File: config.mk
export PLATFORM = sky130hd
export DESIGN_NAME = step_response_metrics_top
export DESIGN_NICKNAME = d
export VERILOG_FILES = /design/src/design/srm_pkg.sv /design/src/design/srm_datapath.sv /design/src/design/srm_ctrl.sv /design/src/design/step_response_metrics_top.sv
export SDC_FILE = /design/constraint.sdc
export NUM_CORES = 2
export LEC_CHECK = 0
export BUFFER_PORTS_ARGS = -buffer_cell sky130_fd_sc_hd__buf_2
export CORE_ASPECT_RATIO = 0.75
export CORE_UTILIZATION = 68
export DETAILED_ROUTE_END_ITERATION = 8
export PLACE_DENSITY = 0.87
export SLEW_MARGIN = 20
export SYNTH_ARGS = -nofsm -noshare
export SYNTH_HDL_FRONTEND = slang
export SYNTH_SLANG_ARGS = --single-unit
File: constraint.sdc
create_clock -name clk -period 29.6 [get_ports clk]
set_input_delay 4.44 -clock clk [delete_from_list [all_inputs] [get_ports clk]]
set_output_delay 4.44 -clock clk [all_outputs]
set_load 0.02 [all_outputs]
File: src/design/srm_pkg.sv
package srm_pkg;

  localparam int MAX_WINDOW_SAMPLES = 16777216;
  localparam int SAMPLE_WIDTH       = 16;
  localparam int TIME_WIDTH         = 32;

  // Configuration register indexes
  localparam logic [2:0] REG_EVENT_TIME   = 3'd0;
  localparam logic [2:0] REG_BAND         = 3'd1;
  localparam logic [2:0] REG_DWELL        = 3'd2;
  localparam logic [2:0] REG_LEVEL_BEFORE = 3'd3;
  localparam logic [2:0] REG_LEVEL_AFTER  = 3'd4;
  localparam logic [2:0] REG_STEP_PRESENT = 3'd5;

  localparam logic [1:0] ERR_OK       = 2'd0;
  localparam logic [1:0] ERR_EMPTY    = 2'd1;
  localparam logic [1:0] ERR_ORDER    = 2'd2;

  localparam logic [1:0] SETTLE_DONE    = 2'd0;
  localparam logic [1:0] SETTLE_ALREADY = 2'd1;
  localparam logic [1:0] SETTLE_NONE    = 2'd2;

  typedef enum logic [2:0] {
    ST_ACCUM,
    ST_START,
    ST_DIV,
    ST_SQRT,
    ST_RATIO,
    ST_OUT
  } state_t;

  typedef struct packed {
    logic take;        // accumulate accepted request
    logic start_div;   // load divider and ratio units
    logic div_step;
    logic sqrt_step;
    logic ratio_step;
    logic load_out;    // capture result, clear window
  } cmd_t;

  typedef struct packed {
    logic div_done;
    logic sqrt_done;
    logic ratio_done;
  } status_t;

endpackage

File: src/design/srm_datapath.sv
module srm_datapath
  import srm_pkg::*;
#(
  parameter int MaxSamples = MAX_WINDOW_SAMPLES,
  parameter int SampleW    = SAMPLE_WIDTH,
  parameter int TimeW      = TIME_WIDTH
) (
  input  logic                      clk,
  input  logic                      rst,
  input  cmd_t                      cmd,
  output status_t                   status,
  input  logic [TimeW-1:0]          cfg_event,
  input  logic [SampleW-1:0]        cfg_band,
  input  logic [TimeW-1:0]          cfg_dwell,
  input  logic signed [SampleW-1:0] cfg_before,
  input  logic signed [SampleW-1:0] cfg_after,
  input  logic                      cfg_step,
  input  logic [TimeW-1:0]          in_time,
  input  logic signed [SampleW-1:0] in_ref,
  input  logic signed [SampleW-1:0] in_meas,
  output logic [1:0]                o_error,
  output logic [SampleW-1:0]        o_peak,
  output logic [SampleW-1:0]        o_rms,
  output logic [SampleW-1:0]        o_final,
  output logic [1:0]                o_settle,
  output logic [TimeW-1:0]          o_duration,
  output logic                      o_ov_valid,
  output logic [23:0]               o_ratio
);

  localparam int CntW = $clog2(MaxSamples + 1);
  localparam int SqW  = 2 * SampleW + CntW;
  localparam int ExW  = SampleW + 1;
  localparam int QW   = ExW + 16;
  localparam int SqIt = SampleW;
  localparam int DivCW = $clog2(SqW + 1);
  localparam int RatCW = $clog2(QW + 1);
  localparam int SqCW  = $clog2(SqIt + 1);

  logic                window_open, first_in_band, run_active, settled_flag, order_fault;
  logic [SampleW-1:0]  peak_abs, latest_abs;
  logic [SqW-1:0]      square_sum;
  logic [CntW-1:0]     window_count;
  logic [TimeW-1:0]    run_begin, settled_begin, previous_time;
  logic [ExW-1:0]      max_excursion;

  // Per-sample combinational terms
  logic signed [SampleW:0]   err;
  logic [SampleW-1:0]        abs_e;
  logic                      in_win, in_band, settle_now;
  logic [TimeW-1:0]          run_start;
  logic signed [SampleW+1:0] amp, exc;
  logic                      ov_ok;
  logic [2*SampleW-1:0]      sq;

  always_comb begin
    err   = (SampleW+1)'(in_meas) - (SampleW+1)'(in_ref);
    abs_e = err[SampleW] ? SampleW'(-err) : SampleW'(err);
    in_win = !(order_fault || in_time < previous_time) && in_time >= cfg_event;
    in_band = abs_e <= cfg_band;
    run_start = run_active ? run_begin : in_time;
    settle_now = in_band && ((in_time - run_start) >= cfg_dwell);
    amp = (SampleW+2)'(cfg_after) - (SampleW+2)'(cfg_before);
    ov_ok = cfg_step && (amp != '0);
    exc = (SampleW+2)'(in_meas) - (SampleW+2)'(cfg_after);
    if (amp[SampleW+1]) exc = -exc;
    sq = abs_e * abs_e;
  end

  always_ff @(posedge clk) begin
    if (rst || cmd.load_out) begin
      window_open <= 1'b0; first_in_band <= 1'b0; run_active <= 1'b0;
      settled_flag <= 1'b0; order_fault <= 1'b0; peak_abs <= '0;
      square_sum <= '0; window_count <= '0; latest_abs <= '0;
      run_begin <= '0; settled_begin <= '0; max_excursion <= '0;
      previous_time <= '0;
    end else if (cmd.take) begin
      previous_time <= in_time;
      if (in_time < previous_time) order_fault <= 1'b1;
      if (in_win) begin
        latest_abs <= abs_e;
        if (!window_open) begin
          window_open   <= 1'b1;
          first_in_band <= in_band;
        end
        if (abs_e > peak_abs) peak_abs <= abs_e;
        if (32'(window_count) < 32'(MaxSamples)) begin
          square_sum   <= square_sum + SqW'(sq);
          window_count <= window_count + 1'b1;
        end
        if (!settled_flag) begin
          if (in_band) begin
            run_active <= 1'b1;
            run_begin  <= run_start;
            if (settle_now) begin
              settled_flag  <= 1'b1;
              settled_begin <= run_start;
            end
          end else begin
            run_active <= 1'b0;
          end
        end
        if (ov_ok && !exc[SampleW+1] && exc != '0 && ExW'(exc) > max_excursion)
          max_excursion <= ExW'(exc);
      end
    end
  end

  // Restoring divider: square_sum / window_count, one bit per cycle
  logic [SqW-1:0]   div_q;
  logic [CntW:0]    div_r;
  logic [CntW-1:0]  div_d;
  logic [DivCW-1:0] div_cnt;
  logic [CntW:0]    div_trial;
  always_comb div_trial = {div_r[CntW-1:0], div_q[SqW-1]};

  always_ff @(posedge clk) begin
    if (rst) begin
      div_cnt <= '0;
    end else if (cmd.start_div) begin
      div_q   <= square_sum;
      div_r   <= '0;
      div_d   <= (window_count == '0) ? CntW'(1) : window_count;
      div_cnt <= DivCW'(SqW);
    end else if (cmd.div_step && div_cnt != '0) begin
      div_cnt <= div_cnt - 1'b1;
      if (div_trial >= {1'b0, div_d}) begin
        div_r <= div_trial - {1'b0, div_d};
        div_q <= {div_q[SqW-2:0], 1'b1};
      end else begin
        div_r <= div_trial;
        div_q <= {div_q[SqW-2:0], 1'b0};
      end
    end
  end

  // Digit-by-digit square root, two radicand bits per cycle
  logic [2*SqIt-1:0] sq_x;
  logic [SqIt+1:0]   sq_rem;
  logic [SqIt-1:0]   sq_root;
  logic [SqCW-1:0]   sq_cnt;
  logic [SqIt+1:0]   sq_trial, sq_sub;
  always_comb begin
    sq_trial = {sq_rem[SqIt-1:0], sq_x[2*SqIt-1 -: 2]};
    sq_sub   = {sq_root, 2'b01};
  end

  // The mean square fits 2*SampleW bits, so the low quotient bits are the radicand.
  always_ff @(posedge clk) begin
    if (rst) begin
      sq_cnt <= '0;
    end else if (cmd.start_div) begin
      sq_cnt <= '0;
    end else if (cmd.div_step && div_cnt == DivCW'(1)) begin
      sq_cnt <= SqCW'(SqIt);
    end else if (cmd.sqrt_step && sq_cnt != '0) begin
      sq_cnt <= sq_cnt - 1'b1;
    end
    if (cmd.div_step && div_cnt == DivCW'(1)) begin
      sq_x    <= (2*SqIt)'({div_q[SqW-2:0], (div_trial >= {1'b0, div_d})});
      sq_rem  <= '0;
      sq_root <= '0;
    end else if (cmd.sqrt_step && sq_cnt != '0) begin
      sq_x <= {sq_x[2*SqIt-3:0], 2'b00};
      if (sq_trial >= sq_sub) begin
        sq_rem  <= sq_trial - sq_sub;
        sq_root <= {sq_root[SqIt-2:0], 1'b1};
      end else begin
        sq_rem  <= sq_trial;
        sq_root <= {sq_root[SqIt-2:0], 1'b0};
      end
    end
  end

  // Overshoot ratio: (excursion << 16) / |amp|, restoring division
  logic [QW-1:0]     rt_q;
  logic [SampleW+1:0] rt_r, rt_d, rt_trial;
  logic [RatCW-1:0]  rt_cnt;
  always_comb rt_trial = {rt_r[SampleW:0], rt_q[QW-1]};

  always_ff @(posedge clk) begin
    if (rst) begin
      rt_cnt <= '0;
    end else if (cmd.start_div) begin
      rt_q   <= {max_excursion, 16'd0};
      rt_r   <= '0;
      rt_d   <= amp[SampleW+1] ? -amp : amp;
      rt_cnt <= RatCW'(QW);
    end else if (cmd.ratio_step && rt_cnt != '0) begin
      rt_cnt <= rt_cnt - 1'b1;
      if (rt_trial >= rt_d) begin
        rt_r <= rt_trial - rt_d;
        rt_q <= {rt_q[QW-2:0], 1'b1};
      end else begin
        rt_r <= rt_trial;
        rt_q <= {rt_q[QW-2:0], 1'b0};
      end
    end
  end

  always_comb begin
    status.div_done   = (div_cnt == '0);
    status.sqrt_done  = (sq_cnt == '0);
    status.ratio_done = (rt_cnt == '0);
  end

  // Result capture
  logic [23:0]        ratio_sat;
  logic [1:0]         o_error_next, o_settle_next;
  logic [SampleW-1:0] o_peak_next, o_rms_next, o_final_next;
  logic [TimeW-1:0]   o_duration_next;
  logic               o_ov_valid_next;
  logic [23:0]        o_ratio_next;

  always_comb begin
    if (QW > 24 && (rt_q >> 24) != '0) ratio_sat = 24'hFFFFFF;
    else ratio_sat = 24'(rt_q);
  end

  always_comb begin
    o_error_next = ERR_OK; o_peak_next = '0; o_rms_next = '0; o_final_next = '0;
    o_settle_next = SETTLE_NONE; o_duration_next = '0;
    o_ov_valid_next = 1'b0; o_ratio_next = '0;
    if (order_fault) begin
      o_error_next = ERR_ORDER;
    end else if (!window_open) begin
      o_error_next = ERR_EMPTY;
    end else begin
      o_peak_next  = peak_abs;
      o_rms_next   = sq_root;
      o_final_next = latest_abs;
      if (first_in_band) begin
        o_settle_next = SETTLE_ALREADY;
      end else if (settled_flag) begin
        o_settle_next   = SETTLE_DONE;
        o_duration_next = settled_begin - cfg_event;
      end else if (run_active) begin
        o_settle_next   = SETTLE_DONE;
        o_duration_next = run_begin - cfg_event;
      end
      if (ov_ok) begin
        o_ov_valid_next = 1'b1;
        o_ratio_next    = ratio_sat;
      end
    end
  end

  always_ff @(posedge clk) begin
    if (cmd.load_out) begin
      o_error    <= o_error_next;
      o_peak     <= o_peak_next;
      o_rms      <= o_rms_next;
      o_final    <= o_final_next;
      o_settle   <= o_settle_next;
      o_duration <= o_duration_next;
      o_ov_valid <= o_ov_valid_next;
      o_ratio    <= o_ratio_next;
    end
  end

endmodule

File: src/design/srm_ctrl.sv
module srm_ctrl
  import srm_pkg::*;
(
  input  logic    clk,
  input  logic    rst,
  input  logic    in_acc,
  input  logic    in_last,
  input  logic    out_acc,
  input  status_t status,
  output cmd_t    cmd,
  output logic    in_stall,
  output logic    out_valid
);

  state_t state, state_next;

  always_ff @(posedge clk) begin
    if (rst) state <= ST_ACCUM;
    else     state <= state_next;
  end

  always_comb begin
    state_next = state;
    unique case (state)
      ST_ACCUM: if (in_acc && in_last) state_next = ST_START;
      ST_START:                        state_next = ST_DIV;
      ST_DIV:   if (status.div_done)   state_next = ST_SQRT;
      ST_SQRT:  if (status.sqrt_done)  state_next = ST_RATIO;
      ST_RATIO: if (status.ratio_done) state_next = ST_OUT;
      ST_OUT:   if (out_acc)           state_next = ST_ACCUM;
      default:                         state_next = ST_ACCUM;
    endcase
  end

  // Per-state commands; input stays stalled from the last request until the result drains
  always_comb begin
    cmd       = '0;
    in_stall  = 1'b1;
    out_valid = 1'b0;
    unique case (state)
      ST_ACCUM: begin
        in_stall      = 1'b0;
        cmd.take      = in_acc;
      end
      ST_START: cmd.start_div = 1'b1;
      ST_DIV: begin
        cmd.div_step   = 1'b1;
        cmd.ratio_step = 1'b1;
      end
      ST_SQRT: begin
        cmd.sqrt_step  = 1'b1;
        cmd.ratio_step = 1'b1;
      end
      ST_RATIO: begin
        cmd.ratio_step = 1'b1;
        cmd.load_out   = status.ratio_done;
      end
      ST_OUT:  out_valid = 1'b1;
      default: ;
    endcase
  end

  assert property (@(posedge clk) disable iff (rst) out_valid |-> in_stall)
    else $error("input taken while result pending");
  assert property (@(posedge clk) disable iff (rst)
    (state == ST_OUT && !out_acc) |=> state == ST_OUT)
    else $error("result dropped");
  assert property (@(posedge clk) disable iff (rst)
    cmd.load_out |=> state == ST_OUT)
    else $error("result not presented after load");

endmodule

File: src/design/step_response_metrics_top.sv
// Step response metrics: settling, peak/RMS/final error, overshoot ratio per window.
// Throughput: one request per cycle while accumulating (ST_ACCUM, non-last samples).
// After the last request: load (START), restoring divider steps (DIV), root steps (SQRT),
//   result capture (RATIO), then result presented (OUT); ratio runs in parallel.
// Input is stalled from the last request until its result is taken.
// Reset (rst, synchronous): config and window registers to 0, window cleared; result outputs are not reset.
module step_response_metrics_top
  import srm_pkg::*;
#(
  parameter int MaxSamples = MAX_WINDOW_SAMPLES,
  parameter int SampleW    = SAMPLE_WIDTH,
  parameter int TimeW      = TIME_WIDTH
) (
  input  logic                      clk,
  input  logic                      rst,
  // configuration
  input  logic                      cfg_write,
  input  logic [2:0]                cfg_index,
  input  logic [TimeW-1:0]          cfg_data,
  // input request channel
  input  logic                      in_valid,
  output logic                      in_stall,
  input  logic [TimeW-1:0]          sample_time,
  input  logic signed [SampleW-1:0] reference_value,
  input  logic signed [SampleW-1:0] measured_value,
  input  logic                      last_sample,
  // result request channel
  output logic                      out_valid,
  input  logic                      out_stall,
  output logic [1:0]                error_code,
  output logic [SampleW-1:0]        peak_error,
  output logic [SampleW-1:0]        rms_error,
  output logic [SampleW-1:0]        final_error,
  output logic [1:0]                settle_status,
  output logic [TimeW-1:0]          settle_duration,
  output logic                      overshoot_valid,
  output logic [23:0]               overshoot_ratio
);

  // Configuration registers
  logic [TimeW-1:0]          event_time, settling_dwell;
  logic [SampleW-1:0]        band_limit;
  logic signed [SampleW-1:0] level_before_step, level_after_step;
  logic                      step_present;

  always_ff @(posedge clk) begin
    if (rst) begin
      event_time <= '0; band_limit <= '0; settling_dwell <= '0;
      level_before_step <= '0; level_after_step <= '0; step_present <= 1'b0;
    end else if (cfg_write) begin
      unique case (cfg_index)
        REG_EVENT_TIME:   event_time        <= cfg_data;
        REG_BAND:         band_limit        <= SampleW'(cfg_data);
        REG_DWELL:        settling_dwell    <= cfg_data;
        REG_LEVEL_BEFORE: level_before_step <= SampleW'(cfg_data);
        REG_LEVEL_AFTER:  level_after_step  <= SampleW'(cfg_data);
        REG_STEP_PRESENT: step_present      <= cfg_data[0];
        default: ;
      endcase
    end
  end

  cmd_t    cmd;
  status_t status;
  logic    in_acc, out_acc;

  assign in_acc  = in_valid && !in_stall;
  assign out_acc = out_valid && !out_stall;

  srm_ctrl u_ctrl (
    .clk, .rst, .in_acc, .in_last(last_sample), .out_acc,
    .status, .cmd, .in_stall, .out_valid
  );

  srm_datapath #(.MaxSamples(MaxSamples), .SampleW(SampleW), .TimeW(TimeW)) u_dp (
    .clk, .rst, .cmd, .status,
    .cfg_event(event_time), .cfg_band(band_limit), .cfg_dwell(settling_dwell),
    .cfg_before(level_before_step), .cfg_after(level_after_step), .cfg_step(step_present),
    .in_time(sample_time), .in_ref(reference_value), .in_meas(measured_value),
    .o_error(error_code), .o_peak(peak_error), .o_rms(rms_error), .o_final(final_error),
    .o_settle(settle_status), .o_duration(settle_duration),
    .o_ov_valid(overshoot_valid), .o_ratio(overshoot_ratio)
  );

endmodule
# [Word-level counts from Yosys, hierarchy flattened]
# Cells that the tools add are included.
# Widths: inputs -> output; s select.
[classes] muxes=50 n_reduce_logical=58 mul=1 order_cmp=10 addsub=17 eq_ne=16 bitwise=4
[op_table] cell="$mux 32" count=5
[op_table] cell="$mux 57" count=2
[op_table] cell="$sub 32x32->32" count=3
[op_table] cell="$mux 33" count=2
[op_table] cell="$ge 32x32->1" count=2
[op_table] cell="$add 57x32->57" count=1
[op_table] cell="$mux 17" count=3
[op_table] cell="$sub 16x16->17" count=3
[op_table] cell="$mux 25" count=2
[op_table] cell="$ge 18x18->1" count=2
[op_table] cell="$reduce_bool 18->1" count=2
[op_table] cell="$reduce_bool 33->1" count=1
[op_table] cell="$lt 32x32->1" count=1
[op_table] cell="$mul 16x16->32" count=1
[op_table] cell="$mux 16" count=2
[op_table] cell="$ge 26x25->1" count=1
[op_table] cell="$add 25x1->25 const B" count=1
[op_table] cell="$logic_not 25->1" count=1
[op_table] cell="$lt 25x25->1 const B" count=1
[op_table] cell="$sub 25x25->25" count=1
[op_table] cell="$mux 24" count=1
[op_table] cell="$mux 6" count=4
[op_table] cell="$reduce_and 2->1" count=11
[op_table] cell="$mux 18" count=1
[op_table] cell="36 further kinds" count=102
[totals] register_bits=713

# [Depth between registers and ports, before layout]
[logic_depth] word_depth=8 mapped_depth=41

# [Cells and area by module]
# Synthesis repeated with hierarchy kept, for this count alone.
[hier_totals] cells_unflattened=5506 hier_area_um2=50759.9
[by_module_without_submodules] module="srm_datapath" instances=1 cells_per_inst=5064 area_per_inst_um2=46001.6
[by_module_without_submodules] module="step_response_metrics_top" instances=1 cells_per_inst=411 area_per_inst_um2=4551.9
[by_module_without_submodules] module="srm_ctrl" instances=1 cells_per_inst=31 area_per_inst_um2=206.4

# [Worst setup path after synthesis]
# OpenSTA, ideal clock, no wires.
[synth_timing] path_kind="input to register" startpoint="input port measured_value[0]" endpoint="register u_dp.square_sum[47]" cell_stages=35 path_slack_ns=15.899 arrival_time_ns=13.569 n_path_buf=0 setup_time_ns=0.132 required_time_ns=29.468 path_cell_list="inv_1 -> ha_1 -> fa_1 -> nor2b_1 -> o22ai_1 -> xnor2_1 -> or3_1 -> nor3_1 -> nand4bb_1 -> a2111oi_0 -> nor2_1 -> o221a_2 -> inv_2 -> nand2_1 -> fa_1 -> inv_1 -> fa_1 -> fa_1 -> fa_1 -> fa_1 -> inv_1 -> fa_1 -> inv_1 -> ha_1 -> a21o_1 -> a21o_1 -> a21o_1 -> a2111oi_0 -> a21oi_1 -> a2111oi_0 -> o21ai_0 -> a2111o_1 -> nand3_1 -> or3_1 -> a21oi_1"
[synth_between] elab_chain_len=5
[synth_lines] item="from (decl)" line="step_response_metrics_top.sv:25" text="input logic signed [SampleW-1:0] measured_value,"
[synth_lines] item="$sub 16x16->17 *" line="srm_datapath.sv:57" text="err = (SampleW+1)'(in_meas) - (SampleW+1)'(in_ref);"
[synth_lines] item="$neg 16->16" line="srm_datapath.sv:58" text="abs_e = err[SampleW] ? SampleW'(-err) : SampleW'(err);"
[synth_lines] item="$mux 16 *" line="srm_datapath.sv:58"
[synth_lines] item="named net u_dp.abs_e[15]" line="srm_datapath.sv:49" text="logic [SampleW-1:0] abs_e;"
[synth_lines] item="$mul 16x16->32 *" line="srm_datapath.sv:67" text="sq = abs_e * abs_e;"
[synth_lines] item="$add 57x32->57 *" line="srm_datapath.sv:88" text="square_sum <= square_sum + SqW'(sq);"
[synth_lines] item="to (signal assigned)" line="srm_datapath.sv:88"
[synth_lines] item="to (decl)" line="srm_datapath.sv:42" text="logic [SqW-1:0] square_sum;"
# The timed path passes the listed nets; every way through them passes the cells marked *.
# A chain may end at the register's enable or synchronous reset.

# [Worst setup path in the final report]
[layout_timing] startpoint="input port measured_value[0]" endpoint="register u_dp.square_sum[53]"
[layout_between] elab_chain_len=5
[layout_lines] item="$sub 16x16->17 *" line="srm_datapath.sv:57"
[layout_lines] item="$neg 16->16" line="srm_datapath.sv:58"
[layout_lines] item="$mux 16 *" line="srm_datapath.sv:58"
[layout_lines] item="$mul 16x16->32 *" line="srm_datapath.sv:67"
[layout_lines] item="$add 57x32->57 *" line="srm_datapath.sv:88"
# Every way passes the cells marked *; elsewhere a longest branch is shown, timed or not.

==> results.py <==
metrics = {
    "sta": {
        "finalCritPeriodShare": 0.4923,
        "tightest_slew_ns": 1.115,
        "finalHoldViolations": 0,
        "clock_skew_ns": 0.02894,
        "setup_viol": 0,
        "slew_violations": 0,
        "tns_ns": 0,
        "relSlewSlack": 0.2568,
        "rsz0062_at_grt": "false",
        "fmax_mhz": 68.63,
        "fin_ws_ns": 15.03,
        "layout_min_cycle_time_ns": 14.57,
    },
    "synthesis": {
        "ys_warn_count": 0,
        "syn_area_mm2": 0.04996,
        "synthCells": 5628,
        "synth_common_cells": "nand2_1 (710), inv_1 (673), nor2_1 (501), ha_1 (465), dfxtp_1 (397)",
        "synth.most_common_cell": "nand2_1",
        "ys_seq_elements": 713,
        "yosysSeqAreaShare": 0.3490,
        "ys_top_cells_by_area": "edfxtp_1 (19%), dfxtp_1 (16%), ha_1 (12%), fa_1 (8.1%), nand2_1 (5.3%)",
        "async_flop_share": 0,
        "synth.distinct_cells": 100,
        "syn_avg_cell_area_um2": 8.878,
        "synth.net_count": 6399,
        "synth_top_area_frac": 0.1899,
        "yosysTopAreaCell": "edfxtp_1",
        "synth_edf_count": 316,
        "synth_flop_cell": "dfxtp_1",
    },
    "detailed_routing": {
        "vias": 41730,
        "wl_per_cell_um": 20.08,
        "ant_nets": 0,
        "drt_first_pass_iters": 8,
        "drtIter0Drc": 4752,
        "routed_wl_um": 135600,
        "via_per_inst": 6.180,
        "drc": 4,
    },
    "critical_path": {
        "crit_start": "measured_value[0]",
        "cp.required_ns": 30.10,
        "path_class": "in -> reg",
        "r2r_end": "u_dp.settled_begin[0]",
        "path_buf_inv": 6,
        "arrival_ns": 15.08,
        "cp_top_family": "adder cells",
        "cp_slowest_stage_delay_ns": 0.66,
        "crit_top_cell": "fa_1",
        "reg2reg_slack_ns": 21.37,
        "reg2reg_depth": 25,
        "cp_max_fo": 17,
        "endpoint_kind": "flop",
        "start_kind": "primary input",
        "r2r-start": "u_dp.run_active",
        "crit_path_top_delay_cell": "mux2i_1",
    },
    "layout": {
        "stdcell_count": 6753,
        "drive_above_1_share": 0.08397,
        "multiInputGateArea_mm2": 0.02918,
        "fin_util": 0.7531,
        "area_growth_syn_to_layout_pct": 8.843,
        "regArea_mm2": 0.01744,
        "layout.nets": 6502,
        "n_fill_cell": 4912,
    },
    "clock_network": {
        "cts_tree": "done",
        "cts_max_path_buffers": 3,
        "post_cts_resized": 0,
        "numCtsBuffers": 72,
        "root_buffer": "clkbuf_16",
        "clock_latency_ns": 0.66,
        "cts_post_setup_buffers_inserted": 0,
        "clk_pin_slew_worst_paths_ns": 0.06,
        "htreeDepth": 3,
        "cts_num_sinks": 713,
        "holdBufCountCts": 0,
    },
    "place": {
        "place_inst": 6613,
        "globalplace.congestion": 0.9874,
        "pre_cts_ws_ns": 14.65,
        "numPortBuffers": 215,
        "hpwl_um": 101200,
    },
    "die": {
        "die_w_um": 315.0,
        "fp.dieH_um": 236.7,
        "dieArea_mm2": 0.07457,
        "pin_count": 216,
        "initial_core_util": 0.6919,
        "core_mm2": 0.07221,
        "num_rows": 85,
    },
    "global_route": {
        "grt-ovfl-total": 0,
        "grt_max_degree": 100,
        "antenna_found_initial": 12,
        "grt_pass1_vias": 39700,
        "track_usage": 0.3611,
        "grt_pass1_wl_um": 213500,
    },
    "worst_hold_path": {
        "holdPathEnd": "u_dp.square_sum[7]",
        "min_from": "u_dp.square_sum[7]",
        "hold_class": "reg -> reg",
        "min_path_cells": 2,
    },
    "run": {
        "maxCapViolCount": 0,
    },
    "run_status": {
        "status": "finished, violations left",
        "violations": "design-rule violations",
    },
}
stage by stage:
stage	area (um^2)	hold slack (ns)
after detailed placement	51840	0.4463
after global routing	54380	0.4661
final	54380	0.4556
after floorplan	49960	0.4319
after CTS	54330	0.4544
after global placement	51790	0.4388
worst max-delay path by stage:
stage                                endpoint  cells past startpoint
final                     u_dp.square_sum[53]                     35
after global placement    u_dp.square_sum[47]                     36
after detailed placement  u_dp.square_sum[53]                     36
after global routing      u_dp.square_sum[47]                     36
after CTS                 u_dp.square_sum[53]                     36
after floorplan           u_dp.square_sum[47]                     35
layout by cell type, fill, tap and decap left out, types with 47 or more instances in the layout:
cell / count
fa_1: 201
o21ai_0: 182
nand2_1: 710
nand3_1: 110
ha_1: 465
edfxtp_1: 316
a211oi_1: 113
dfxtp_1: 396
o21a_1: 66
a21oi_1: 390
a21o_1: 139
xor2_1: 125
nand4_1: 57
buf_2: 214
buf_4: 47
nor3_1: 73
inv_1: 673
clkbuf_16: 74
and2_1: 62
xnor2_1: 153
nor2_1: 495
mux2i_1: 82
sequential cells by signal, summed over array words and instances, names as in the netlist, 32 cells and up:
name	flops
u_dp.run_begin	32
event_time	32
u_dp.o_duration	32
u_dp.settled_begin	32
u_dp.rt_q	33
u_dp.previous_time	32
u_dp.square_sum	57
u_dp.sq_x	32
settling_dwell	32
u_dp.div_q	57
metal layers:
layer	up-vias	GRT usage	routed length (um)
li1	19460	-	-
met1	19840	0.5200	57950
met2	2111	0.5310	57550
met3	313	0.08189	14910
met4	4	0.1308	5194
met5	-	0	27
worst reg2reg max path, delay by kind of cell (launching register included):
kind,cells,cell delay [ns]
flops,1,0.31
buf+inv,2,1.02
fa+ha+maj,2,0.64
simple gates,7,1.82
compound gates,11,3.15
mux,2,0.97
xor+xnor,1,0.18
cell type report:
type                            count  share of cell area
Multi-Input combinational cell   4001              0.5367
Sequential cell                   713              0.3207
Inverter                          679             0.04687
Clock buffer                       97             0.03693
Timing Repair Buffer              264             0.02756
Tap cell                          957             0.02202
Clock inverter                     34            0.008927
Antenna cell                        8           0.0003681
cells by family after synthesis:
logic type,Yosys count,synth area share
compound gates,1192,0.1564
buf+inv,914,0.06922
xor+xnor,278,0.04873
flops,713,0.3490
other cells,1,0.00007506
simple gates,1750,0.1560
mux,114,0.02364
fa+ha+maj,666,0.1970
Power is left out: the tool's default activity adds up to more than one toggle a clock period on the data nets, which glitch-free logic cannot reach.
